## src/hw/rtl/video_source_health_monitor_assert.svh

```systemverilog
// Assertion macros shared by the monitor RTL.
// Each macro takes a label, a condition and a consequence, and is sampled
// on the rising clock edge with reset masking the check.
`ifndef VIDEO_SOURCE_HEALTH_MONITOR_ASSERT_SVH
`define VIDEO_SOURCE_HEALTH_MONITOR_ASSERT_SVH

// The consequence must hold in the same cycle as the condition.
`define VSHM_ASSERT_SAME(label, cond, cons) \
   label: assert property (@(posedge clock) disable iff (reset) (cond) |-> (cons)) \
      else $error("vshm same-cycle assertion failed");

// The consequence must hold in the cycle after the condition.
`define VSHM_ASSERT_NEXT(label, cond, cons) \
   label: assert property (@(posedge clock) disable iff (reset) (cond) |=> (cons)) \
      else $error("vshm next-cycle assertion failed");

`endif

```

## src/hw/rtl/vshm_pkg.sv

```systemverilog
package vshm_pkg;

   // Field widths fixed by the interface.
   localparam int TIME_WIDTH = 48;
   localparam int CFG_WIDTH  = 32;
   localparam int OUT_WIDTH  = 32;
   localparam int FPS_WIDTH  = 32;
   localparam int CSR_IDX_WIDTH = 2;

   // Defaults for the top-level parameters.
   localparam int COUNT_WIDTH_DEF   = 32;
   localparam int FPS_FRAC_BITS_DEF = 8;

   // Register reset values.
   localparam logic [CFG_WIDTH-1:0] STALE_LIMIT_RESET = 32'd500000;
   localparam logic [CFG_WIDTH-1:0] RATE_WINDOW_RESET = 32'd1000000;
   localparam logic [CFG_WIDTH-1:0] TICKS_PER_SEC_RESET = 32'd1000000;

   typedef enum logic [CSR_IDX_WIDTH-1:0] {
      REG_STALE_LIMIT   = 2'd0,
      REG_RATE_WINDOW   = 2'd1,
      REG_TICKS_PER_SEC = 2'd2
   } csr_index_type;

   typedef enum logic {
      FUNC_ARRIVAL = 1'b0,
      FUNC_UPDATE  = 1'b1
   } func_type;

   typedef enum logic [1:0] {
      SIG_WAITING = 2'd0,
      SIG_LIVE    = 2'd1,
      SIG_STALE   = 2'd2
   } sig_type;

   typedef enum logic [2:0] {
      ST_IDLE,
      ST_GAP,
      ST_ELAPSED,
      ST_MUL,
      ST_DIV,
      ST_AGE,
      ST_OUT
   } fsm_type;

endpackage

```

## src/hw/rtl/video_source_health_monitor.sv

```systemverilog
// Channel  Direction  Handshake           Contents
// req_     in         valid / stall       event kind, tick time, overwrite and consume flags
// rsp_     out        valid / stall       four counters, signal state, age, capture and reported fps
// csr_     in         valid / ready       register index and 32-bit write data
//
// An update passes through ST_AGE and a restarting arrival through ST_GAP before its result
// is offered in ST_OUT; an arrival with zero elapsed time also passes ST_ELAPSED. A measuring
// arrival then runs a shift-add multiply in ST_MUL and a restoring divide in ST_DIV, which
// stops once the quotient saturates or every dividend bit has been used.
// Reset is synchronous and active high; it loads the register defaults and clears the architectural state.
// req_stall is high from acceptance until the result is taken, and rsp_stall holds it.
`include "video_source_health_monitor_assert.svh"

module video_source_health_monitor #(
   parameter int COUNT_WIDTH   = vshm_pkg::COUNT_WIDTH_DEF,
   parameter int FPS_FRAC_BITS = vshm_pkg::FPS_FRAC_BITS_DEF
) (
   input  logic                                  clock,
   input  logic                                  reset,

   input  logic                                  req_valid,
   output logic                                  req_stall,
   input  logic                                  req_func,
   input  logic [vshm_pkg::TIME_WIDTH-1:0]       req_time_ticks,
   input  logic                                  req_overwrites_pending,
   input  logic                                  req_consumed_frame,

   output logic                                  rsp_valid,
   input  logic                                  rsp_stall,
   output logic [vshm_pkg::OUT_WIDTH-1:0]        rsp_received_count,
   output logic [vshm_pkg::OUT_WIDTH-1:0]        rsp_overwritten_count,
   output logic [vshm_pkg::OUT_WIDTH-1:0]        rsp_consumed_count,
   output logic [vshm_pkg::OUT_WIDTH-1:0]        rsp_repeated_count,
   output logic [1:0]                            rsp_signal_state,
   output logic [vshm_pkg::TIME_WIDTH-1:0]       rsp_age_ticks,
   output logic [vshm_pkg::FPS_WIDTH-1:0]        rsp_capture_fps_q8,
   output logic [vshm_pkg::FPS_WIDTH-1:0]        rsp_reported_fps_q8,

   input  logic                                  csr_valid,
   output logic                                  csr_ready,
   input  logic [vshm_pkg::CSR_IDX_WIDTH-1:0]    csr_index,
   input  logic [vshm_pkg::CFG_WIDTH-1:0]        csr_data
);
   import vshm_pkg::*;

   // The product intervals * ticks_per_second, and the dividend scaled by the
   // fraction bits. The remainder stays below the elapsed time, so it needs one
   // bit more than a timestamp once shifted.
   localparam int PROD_WIDTH = COUNT_WIDTH + CFG_WIDTH;
   localparam int DVD_WIDTH  = PROD_WIDTH + FPS_FRAC_BITS;
   localparam int REM_WIDTH  = TIME_WIDTH + 1;
   localparam int DCNT_WIDTH = $clog2(DVD_WIDTH + 1);

   function automatic logic [COUNT_WIDTH-1:0] sat_inc(input logic [COUNT_WIDTH-1:0] c);
      if (c == '1) begin
         return c;
      end
      return c + COUNT_WIDTH'(1);
   endfunction

   // Counters are reported in 32 bits and stop at all ones if they are wider.
   function automatic logic [OUT_WIDTH-1:0] out_sat(input logic [COUNT_WIDTH-1:0] c);
      if ((COUNT_WIDTH > OUT_WIDTH) && ((c >> OUT_WIDTH) != '0)) begin
         return '1;
      end
      return OUT_WIDTH'(c);
   endfunction

   // Control and architectural state.
   fsm_type                  state_ff, state_in;
   logic [CFG_WIDTH-1:0]     stale_limit_ff;
   logic [CFG_WIDTH-1:0]     rate_window_ff;
   logic [CFG_WIDTH-1:0]     ticks_per_sec_ff;
   logic [COUNT_WIDTH-1:0]   received_ff;
   logic [COUNT_WIDTH-1:0]   overwritten_ff;
   logic [COUNT_WIDTH-1:0]   consumed_ff;
   logic [COUNT_WIDTH-1:0]   repeated_ff;
   logic [COUNT_WIDTH-1:0]   intervals_ff;
   logic [TIME_WIDTH-1:0]    last_arrival_ff;
   logic [TIME_WIDTH-1:0]    window_start_ff;
   logic [TIME_WIDTH-1:0]    consumed_arrival_ff;
   logic [FPS_WIDTH-1:0]     capture_rate_ff;
   sig_type                  health_signal_ff;
   logic [TIME_WIDTH-1:0]    health_age_ff;
   logic [FPS_WIDTH-1:0]     health_fps_ff;

   // Working registers for the item in flight.
   logic [TIME_WIDTH-1:0]    item_time_ff;
   logic                     item_overwrite_ff;
   logic                     item_consumed_ff;
   logic [TIME_WIDTH-1:0]    elapsed_ff;
   logic [PROD_WIDTH-1:0]    mcand_ff;
   logic [CFG_WIDTH-1:0]     mplier_ff;
   logic [PROD_WIDTH-1:0]    prod_ff;
   logic [DVD_WIDTH-1:0]     dvd_ff;
   logic [REM_WIDTH-1:0]     rem_ff;
   logic [FPS_WIDTH-1:0]     quot_ff;
   logic [DCNT_WIDTH-1:0]    div_cnt_ff;

   logic                     req_accept;

   // Shared time subtractor: floor(item time - operand), compared against a limit.
   logic [TIME_WIDTH-1:0]    sub_operand;
   logic [TIME_WIDTH-1:0]    diff;
   logic [CFG_WIDTH-1:0]     diff_limit;
   logic                     diff_at_limit;

   // Consumer update values.
   logic [COUNT_WIDTH-1:0]   consumed_in;
   logic [TIME_WIDTH-1:0]    consumed_arrival_in;

   // Arrival decisions.
   logic                     restart;

   // Divider step.
   logic [REM_WIDTH-1:0]     rem_shift;
   logic                     q_bit;
   logic [REM_WIDTH-1:0]     rem_next;
   logic [FPS_WIDTH-1:0]     quot_next;
   logic                     div_sat;
   logic                     div_last;

   assign req_accept = req_valid && !req_stall;
   assign csr_ready  = 1'b1;

   // Update: a consumed frame moves the consumed arrival to the last arrival.
   assign consumed_in         = item_consumed_ff ? sat_inc(consumed_ff) : consumed_ff;
   assign consumed_arrival_in = item_consumed_ff ? last_arrival_ff : consumed_arrival_ff;

   always_comb begin
      unique case (state_ff)
         ST_GAP:     sub_operand = last_arrival_ff;
         ST_ELAPSED: sub_operand = window_start_ff;
         default:    sub_operand = consumed_arrival_in;
      endcase
   end

   assign diff          = (item_time_ff >= sub_operand) ? item_time_ff - sub_operand : '0;
   assign diff_limit    = (state_ff == ST_ELAPSED) ? rate_window_ff : stale_limit_ff;
   assign diff_at_limit = diff >= TIME_WIDTH'(diff_limit);

   // The first frame, or any frame after a stale gap, restarts the window.
   assign restart = (received_ff == '0) || diff_at_limit;

   // One restoring division step, quotient bits most significant first.
   assign rem_shift = {rem_ff[REM_WIDTH-2:0], dvd_ff[DVD_WIDTH-1]};
   assign q_bit     = rem_shift >= REM_WIDTH'(elapsed_ff);
   assign rem_next  = q_bit ? rem_shift - REM_WIDTH'(elapsed_ff) : rem_shift;
   assign quot_next = {quot_ff[FPS_WIDTH-2:0], q_bit};
   // With the top quotient bit already set, the next step would exceed 32 bits.
   assign div_sat   = quot_ff[FPS_WIDTH-1];
   assign div_last  = div_cnt_ff == DCNT_WIDTH'(1);

   // Next state.
   always_comb begin
      state_in = state_ff;
      unique case (state_ff)
         ST_IDLE: begin
            if (req_accept) begin
               state_in = (func_type'(req_func) == FUNC_UPDATE) ? ST_AGE : ST_GAP;
            end
         end
         ST_GAP: begin
            state_in = restart ? ST_OUT : ST_ELAPSED;
         end
         ST_ELAPSED: begin
            state_in = (diff == '0) ? ST_OUT : ST_MUL;
         end
         ST_MUL: begin
            if (mplier_ff == '0) begin
               state_in = ST_DIV;
            end
         end
         ST_DIV: begin
            if (div_sat || div_last) begin
               state_in = ST_OUT;
            end
         end
         ST_AGE: begin
            state_in = ST_OUT;
         end
         ST_OUT: begin
            if (!rsp_stall) begin
               state_in = ST_IDLE;
            end
         end
         default: begin
            state_in = ST_IDLE;
         end
      endcase
   end

   // Handshake outputs.
   always_comb begin
      req_stall = 1'b1;
      rsp_valid = 1'b0;
      unique case (state_ff)
         ST_IDLE: req_stall = 1'b0;
         ST_OUT:  rsp_valid = 1'b1;
         default: req_stall = 1'b1;
      endcase
   end

   // Registers and architectural state; reset loads the register defaults and clears the rest.
   always_ff @(posedge clock) begin
      if (reset) begin
         state_ff            <= ST_IDLE;
         stale_limit_ff      <= STALE_LIMIT_RESET;
         rate_window_ff      <= RATE_WINDOW_RESET;
         ticks_per_sec_ff    <= TICKS_PER_SEC_RESET;
         received_ff         <= '0;
         overwritten_ff      <= '0;
         consumed_ff         <= '0;
         repeated_ff         <= '0;
         intervals_ff        <= '0;
         last_arrival_ff     <= '0;
         window_start_ff     <= '0;
         consumed_arrival_ff <= '0;
         capture_rate_ff     <= '0;
         health_signal_ff    <= SIG_WAITING;
         health_age_ff       <= '0;
         health_fps_ff       <= '0;
      end else begin
         state_ff <= state_in;

         if (csr_valid && csr_ready) begin
            unique case (csr_index_type'(csr_index))
               REG_STALE_LIMIT:   stale_limit_ff   <= csr_data;
               REG_RATE_WINDOW:   rate_window_ff   <= csr_data;
               REG_TICKS_PER_SEC: ticks_per_sec_ff <= csr_data;
               default: begin
               end
            endcase
         end

         unique case (state_ff)
            ST_GAP: begin
               received_ff     <= sat_inc(received_ff);
               if (item_overwrite_ff) begin
                  overwritten_ff <= sat_inc(overwritten_ff);
               end
               last_arrival_ff <= item_time_ff;
               if (restart) begin
                  window_start_ff <= item_time_ff;
                  intervals_ff    <= '0;
                  capture_rate_ff <= '0;
               end else begin
                  intervals_ff    <= sat_inc(intervals_ff);
               end
            end
            ST_ELAPSED: begin
               // The interval count is copied into the multiplier at this same edge,
               // so the window can roll over now.
               if (diff_at_limit) begin
                  window_start_ff <= item_time_ff;
                  intervals_ff    <= '0;
               end
            end
            ST_DIV: begin
               if (div_sat) begin
                  capture_rate_ff <= '1;
               end else if (div_last) begin
                  capture_rate_ff <= quot_next;
               end
            end
            ST_AGE: begin
               consumed_ff         <= consumed_in;
               consumed_arrival_ff <= consumed_arrival_in;
               if (!item_consumed_ff && (consumed_ff != '0)) begin
                  repeated_ff <= sat_inc(repeated_ff);
               end
               if (consumed_in == '0) begin
                  health_signal_ff <= SIG_WAITING;
                  health_age_ff    <= '0;
                  health_fps_ff    <= '0;
               end else if (diff_at_limit) begin
                  health_signal_ff <= SIG_STALE;
                  health_age_ff    <= diff;
                  health_fps_ff    <= '0;
               end else begin
                  health_signal_ff <= SIG_LIVE;
                  health_age_ff    <= diff;
                  health_fps_ff    <= capture_rate_ff;
               end
            end
            default: begin
            end
         endcase
      end
   end

   // Item and arithmetic working registers; every use is loaded first.
   always_ff @(posedge clock) begin
      unique case (state_ff)
         ST_IDLE: begin
            if (req_accept) begin
               item_time_ff      <= req_time_ticks;
               item_overwrite_ff <= req_overwrites_pending;
               item_consumed_ff  <= req_consumed_frame;
            end
         end
         ST_ELAPSED: begin
            elapsed_ff <= diff;
            mcand_ff   <= PROD_WIDTH'(intervals_ff);
            mplier_ff  <= ticks_per_sec_ff;
            prod_ff    <= '0;
         end
         ST_MUL: begin
            if (mplier_ff == '0) begin
               dvd_ff     <= DVD_WIDTH'(prod_ff) << FPS_FRAC_BITS;
               rem_ff     <= '0;
               quot_ff    <= '0;
               div_cnt_ff <= DCNT_WIDTH'(DVD_WIDTH);
            end else begin
               if (mplier_ff[0]) begin
                  prod_ff <= prod_ff + mcand_ff;
               end
               mcand_ff  <= mcand_ff << 1;
               mplier_ff <= mplier_ff >> 1;
            end
         end
         ST_DIV: begin
            dvd_ff     <= dvd_ff << 1;
            rem_ff     <= rem_next;
            quot_ff    <= quot_next;
            div_cnt_ff <= div_cnt_ff - DCNT_WIDTH'(1);
         end
         default: begin
         end
      endcase
   end

   assign rsp_received_count    = out_sat(received_ff);
   assign rsp_overwritten_count = out_sat(overwritten_ff);
   assign rsp_consumed_count    = out_sat(consumed_ff);
   assign rsp_repeated_count    = out_sat(repeated_ff);
   assign rsp_signal_state      = health_signal_ff;
   assign rsp_age_ticks         = health_age_ff;
   assign rsp_capture_fps_q8    = capture_rate_ff;
   assign rsp_reported_fps_q8   = health_fps_ff;

   // A result is only offered while the input side is held off.
   `VSHM_ASSERT_SAME(a_one_item_in_flight, rsp_valid, req_stall)
   // An accepted item is worked on before any result appears.
   `VSHM_ASSERT_NEXT(a_accept_starts_work, req_accept, req_stall && !rsp_valid)
   // Fps is reported only while the signal is live.
   `VSHM_ASSERT_SAME(a_fps_only_live, health_signal_ff != SIG_LIVE, health_fps_ff == '0)
   // A waiting signal has no age, and no consumed frame behind it.
   `VSHM_ASSERT_SAME(a_waiting_is_empty, health_signal_ff == SIG_WAITING, health_age_ff == '0)

endmodule

```

## config.mk

```make
export PLATFORM = sky130hd
export DESIGN_NAME = video_source_health_monitor
export DESIGN_NICKNAME = d
export VERILOG_FILES = /design/src/hw/rtl/vshm_pkg.sv /design/src/hw/rtl/video_source_health_monitor.sv
export VERILOG_INCLUDE_DIRS = /design/src /design/src/hw/rtl
export SDC_FILE = /design/constraint.sdc
export NUM_CORES = 2
export LEC_CHECK = 0
export BUFFER_PORTS_ARGS = -buffer_cell sky130_fd_sc_hd__buf_2
export CAP_MARGIN = 0
export CORE_ASPECT_RATIO = 2
export CORE_UTILIZATION = 25
export DETAILED_ROUTE_END_ITERATION = 12
export GPL_TIMING_DRIVEN = 0
export RECOVER_POWER = 25
export SYNTH_ARGS = -nofsm -noshare
export SYNTH_HDL_FRONTEND = slang
export SYNTH_SLANG_ARGS = --single-unit
```

## constraint.sdc

```tcl
create_clock -name clock -period 10.9 [get_ports clock]
set_clock_uncertainty 0.15 [all_clocks]
set_input_delay 2.18 -clock clock [delete_from_list [all_inputs] [get_ports clock]]
set_output_delay 2.18 -clock clock [all_outputs]
set_load 0.02 [all_outputs]
```

Yosys cells after proc, flatten, opt, wreduce, memory -nomap -nowiden:

Cells that the tools add are included.
Widths: inputs -> output; s select.

* $add $sub $neg: 9
* magnitude comparators: 3
* equality and inequality tests: 27
* multiplexer cells: 68
* reduce and logical (&&, ||, !) cells: 30

Operators with widths (number)
* $mux 32: 17
* $mux 48: 7
* $pmux 48 s2: 3
* $pmux 32 s2: 4
* $pmux 64 s2: 2
* $mux 64: 3
* $add 32x1->32 const B: 5
* $eq 32x32->1 const B: 5
* $pmux 72 s2: 1
* $logic_not 32->1: 3
* $sub 48x48->48: 2
* $mux 72: 1
* $add 64x64->64: 1
* $ge 49x48->1: 1
* $ge 48x32->1: 1
* $ge 48x48->1: 1
* $logic_not 48->1: 1
* $reduce_bool 32->1: 1
* $ne 2x2->1 const B: 11
* $mux 3: 7
* $pmux 3 s7: 1
* $mux 1: 18
* $reduce_and 3->1: 6
* $pmux 7 s2: 1
* 19 further kinds: 34

* register bits after elaboration: 934
* bits of input ports: 90
* output and inout bits: 245
* word-level logic and storage cells: 164

Longest topological paths before layout:

* depth after elaboration: 12
* mapped depth: 37
* depth with buffers taken out: 29

Worst setup path after synthesis:

Ideal clock, no wire load.

* kind: reg2reg
* start: register state_ff[2]
* end: register prod_ff[0] (enable)
* library setup time: 0.426 ns
* arrival time: 10.009 ns
* path slack: 0.314 ns
* stages on the path, launching flop included: 7
* buffers on the path: 2
* period minus slack after synthesis: 10.586 ns
* cells stage by stage: dfxtp_1 > clkbuf_1 > nand3b_1 > clkbuf_1 > nor3_1 > nor3b_1 > o21a_1

* longest elaborated chain between the ends: 3
* elaborated cells between the ends (all ways): 6

RTL lines
* from (decl): line video_source_health_monitor.sv:70 `fsm_type state_ff, state_in;`
* from (signal assigned): line video_source_health_monitor.sv:224 `state_ff <= state_in;`
* $eq 3x2->1: line video_source_health_monitor.sv:294 `unique case (state_ff)`
* $ne 2x2->1 (no source line) or $reduce_bool 2->1 (tied branches)
* $reduce_and 3->1 (no source line) (*)
* to (signal assigned): line video_source_health_monitor.sv:316 `prod_ff <= prod_ff + mcand_ff;`
* to (decl): line video_source_health_monitor.sv:94 `logic [PROD_WIDTH-1:0] prod_ff;`

Mark *: on every way between the ends. The rest lies on a longest branch, timed or not.
A chain may end at the register's enable or synchronous reset.

Worst setup path after layout:

* start: register state_ff[0]
* end: register window_start_ff[40]

* longest elaborated chain between the ends: 8
* elaborated cells between the ends (all ways): 14

RTL lines
* $eq 3x2->1 or $eq 3x1->1 (tied branches): line video_source_health_monitor.sv:131 `unique case (state_ff)`
* $pmux 48 s2 (*): line video_source_health_monitor.sv:131
* $sub 48x48->48 or $ge 48x48->1 (tied branches): line video_source_health_monitor.sv:138 `assign diff = (item_time_ff >= sub_operand) ? item_time_ff - sub_operand : '0;`
* $mux 48 (*): line video_source_health_monitor.sv:138
* named net diff[0]: line video_source_health_monitor.sv:104 `logic [TIME_WIDTH-1:0] diff;`
* $ge 48x32->1 (*): line video_source_health_monitor.sv:140 `assign diff_at_limit = diff >= TIME_WIDTH'(diff_limit);`
* $logic_or 1x1->1: line video_source_health_monitor.sv:143 `assign restart = (received_ff == '0) || diff_at_limit;`
* $ne 2x2->1 (no source line)
* $reduce_and 3->1 (no source line) (*)
* to (signal assigned): line video_source_health_monitor.sv:244 `window_start_ff <= item_time_ff;`
* to (signal assigned): line video_source_health_monitor.sv:255 `window_start_ff <= item_time_ff;`
* to (decl): line video_source_health_monitor.sv:80 `logic [TIME_WIDTH-1:0] window_start_ff;`

The timed path passes the listed nets; every way through them passes the cells marked *.

==> impl_metrics.yaml <==
drt:
  drt_iter0_drc: 2525
  m1WireLength_um: 57000
  dr.pass1.iters: 6
  vias_per_cell: 4.87
  routedWlPerCell_um: 20.4
  num_vias: 40200
  drc: 0
  route.met2.wl_um: 87700
  routed_wirelength_um: 168000
  ant_nets: 0
  wl_met3_um: 7140
  routed.top_layer: "met4"
critical_path:
  cp_max_fo: 10
  r2r_slack_ns: 0.22
  r2r.worst_path.cells: 35
  worstSetupPathType: "reg2reg"
  rr_endpoint: "window_start_ff[40]$_SDFFE_PP0P_"
  required_ns: 11.34
  end_kind: "flip-flop"
  start_kind: "flip-flop"
  cp_common_cell: "clkbuf_2"
  cpMaxStageDelayCell: "o32ai_4"
  critPathMaxStageDelay_ns: 0.55
  regToRegStartpoint: "state_ff[0]$_SDFFE_PP0P_"
  arrival_ns: 11.12
floorplanning:
  fp-row-count: 225
  dieArea_mm2: 0.190
  start_util_pct: 25.1
  die_h_um: 616
  coreArea_mm2: 0.187
  die_x_um: 309
  io_pins: 335
placement:
  gp_congestion: 0.950
  port_buffers: 333
  place_area_mm2: 0.0522
  hpwl_um: 135000
  dp_slack_ns: -2.04
timing:
  drv_slew: 64
  min_period_over_period_pct: 98.0
  fmax_mhz: 93.6
  setup_violations: 0
  worstMarginPinSlew_ns: 2.07
  hold_viol_final: 0
  finalWorstSetupSlack_ns: 0.217
  slew_headroom_pct: -38.7
  fin_tns_setup_ns: 0
  finalCriticalPeriod_ns: 10.68
pwr:
  internal_power_mw: 8.33
  leakage_nw: 21.4
  powerDensity_mw_per_mm2: 255
  report.power.total_mw: 14.1
  netSwitchingFraction_pct: 40.9
  p_comb_share_pct: 41.6
  clkPwrFrac_pct: 24.1
  power_frac_seq_pct: 34.3
  irDropWorstVdd_mv: 0.134
  p_switching_mw: 5.77
global_route:
  grt_pass1_vias: 40700
  grt_pass1_wl_um: 248000
  grt_max_degree: 55
  antenna_found_initial: 18
  overflow: 0
  grt.total_usage_pct: 17.2
synthesis:
  syn_area_mm2: 0.0471
  yosysMostFrequentCell: "nand2_1"
  synth.area.top_cells: "edfxtp_1 (26%), dfxtp_1 (22%), nand2_1 (8.2%)"
  synth-edff-count: 409
  synth_cells: 5232
  ys_warn_count: 0
  synthArstFlopShare_pct: 0
  avgSynthCellArea_um2: 9.01
  synth_area_leader_cell: "edfxtp_1"
  synth_top_area_share_pct: 26.1
  ys.flop_type: "dfxtp_1"
  synth_seq_area_share_pct: 48.0
  netlist_top_cells_count: "nand2_1 (1027), nor2_1 (575), dfxtp_1 (517), edfxtp_1 (409), a21oi_1 (393)"
  ys_ff_latch: 926
  syn_nets: 5525
  synth.distinct_cells: 91
layout:
  nNetsFinal: 5970
  multiInputGateArea_mm2: 0.0229
  num-fill-cells: 20100
  syn2layout_area_growth_pct: 17.6
  final_util_pct: 29.6
  seqCellArea_mm2: 0.0226
  design_area_mm2: 0.0554
  drive_gt1_share_pct: 9.51
cts:
  hold_buffers: 0
  cts.sinks: 926
  htreeDepth: 3
  cts_buffer_depth: 3
  clk_latency_ns: 0.72
  cts_buffers: 91
  clk_pin_slew_worst_paths_ns: 0.07
  clockRootBuffer: "clkbuf_16"
  cts_tree: "built"
outcome:
  violations: "max-capacitance violations, max-slew violations"
  status: "complete, but fails checks"
flow_run:
  cap_violations: 3
hold_path:
  min_to: "consumed_arrival_ff[29]$_SDFFE_PP0P_"
  min_from: "last_arrival_ff[29]$_SDFFE_PP0N_"
  hp-class: "reg2reg"
  hold-path-cell-count: 2
-- what timing repair did --
| action | in CTS | in global routing |
|---|---|---|
| setup buffers | 0 | 4 |
| endpoints found under the setup margin | 147 | 140 |
| resized for setup | 19 | 9 |
-- state kept, by name, summed over array words and instances (netlist names), 7 cells and up, named ones only --
| register | flops |
|---|---|
| dvd_ff | 64 |
| mcand_ff | 64 |
| rem_ff | 48 |
| rsp_capture_fps_q8 | 32 |
| rsp_reported_fps_q8 | 32 |
| div_cnt_ff | 7 |
| last_arrival_ff | 48 |
| ticks_per_sec_ff | 32 |
| stale_limit_ff | 32 |
| quot_ff | 32 |
| mplier_ff | 32 |
| elapsed_ff | 48 |
| rsp_repeated_count | 32 |
| intervals_ff | 32 |
| rsp_received_count | 32 |
| rsp_overwritten_count | 32 |
| consumed_arrival_ff | 42 |
| window_start_ff | 48 |
| prod_ff | 64 |
| rsp_consumed_count | 32 |
| rate_window_ff | 32 |
| rsp_age_ticks | 48 |
| item_time_ff | 48 |
-- critical path, delay by kind of cell (launching register included) --
kind	cells	cell delay (ns)
AND/OR/NAND/NOR	9	2.64
flip-flops	1	0.34
multiplexers	1	0.20
adder cells (fa/ha/maj)	2	0.60
AO/OA/AOI/OAI	12	3.20
buffers and inverters	11	3.37
-- how the worst max path moves through the flow --
stage / startpoint / to / slack, ns
global route: state_ff[0]$_SDFFE_PP0P_ / window_start_ff[41]$_SDFFE_PP0P_ / -0.003
global placement: state_ff[2]$_SDFFE_PP0P_ / prod_ff[11]$_SDFFCE_PN0P_ / -5.43
finish: state_ff[0]$_SDFFE_PP0P_ / window_start_ff[40]$_SDFFE_PP0P_ / 0.22
detailed placement: state_ff[0]$_SDFFE_PP0P_ / rsp_reported_fps_q8[4]$_SDFFE_PP0P_ / -2.04
floorplan: state_ff[2]$_SDFFE_PP0P_ / prod_ff[0]$_SDFFCE_PN0P_ / 0.31
CTS: state_ff[0]$_SDFFE_PP0P_ / window_start_ff[41]$_SDFFE_PP0P_ / 0.07
-- routing by layer --
layer | global-route usage (%) | vias up
li1 | - | 19400
met1 | 16.0 | 19300
met2 | 32.1 | 1069
met3 | 2.73 | 488
met4 | 15.3 | 0
met5 | 0 | -
-- placed cells by master, fill, tap and decap left out, types with 15 or more instances in the layout --
cell       netlist  routed
nand3_1        165     165
ha_1           200     200
xor2_1         122     122
a31oi_1         24      23
nand2_1       1027    1026
dfxtp_1        517     517
and2_0           0      40
o21ai_0        140     139
edfxtp_1       409     409
a211oi_1        25      25
nor2b_1         49      49
o2bb2ai_1       35      35
nor2_1         575     572
clkbuf_16        0      99
a21oi_1        393     393
a21o_1          69      69
nor3_1          79      78
clkbuf_1       250     297
or3_1           42      42
xnor2_1        120     120
nand2b_1        24      24
and4_1          17      17
mux2i_1        127     127
nor4_1          42      42
clkinv_2         0      15
a222oi_1        48      48
o21bai_1        21      21
nand3b_1        17      17
buf_2           14     303
o21a_1          28      27
inv_1          124     123
a22oi_1         91      91
nand4_1         69      69
o211ai_1        28      28
and2_1          85      45
and3_1          43      43
-- power by group through the flow --
stage                     clock [mW]  combinational, mW  sequential [mW]
after global routing            3.58               6.40             4.90
after detailed placement           0               5.82             4.90
after floorplan                    0               3.87             4.86
final                           3.40               5.87             4.83
after CTS                       3.48               5.87             4.83
after global placement             0               5.68             4.97
-- kinds of logic (layout without fill, tap and decap cells) --
logic type,Yosys count,in the layout,share of synthesized area (%)
simple gates,2286,2286,21.5
other cells,1,14,0.00796
flops,926,926,48.0
fa+ha+maj,203,203,5.44
compound gates,1032,1032,14.3
mux,129,129,2.75
buf+inv,413,934,3.45
xor+xnor,242,242,4.50
-- through the flow --
stage | cells | hold WS, ns
after global routing | 8259 | 0.319
after global placement | 8062 | 0.291
after detailed placement | 8079 | 0.295
final | 8263 | 0.299
after floorplan | 5232 | 0.282
after CTS | 8248 | 0.293
-- cell type report --
cell class                      count  share of cell area [%]
Antenna cell                       13                  0.0587
Multi-Input combinational cell   3893                    41.4
Sequential cell                   926                    40.8
Clock inverter                     45                   0.878
Clock buffer                      124                    4.86
Inverter                          124                   0.847
Buffer                            287                    2.11
Timing Repair Buffer              354                    3.38
Tap cell                         2497                    5.64
Power figures use the tool's default switching activity.
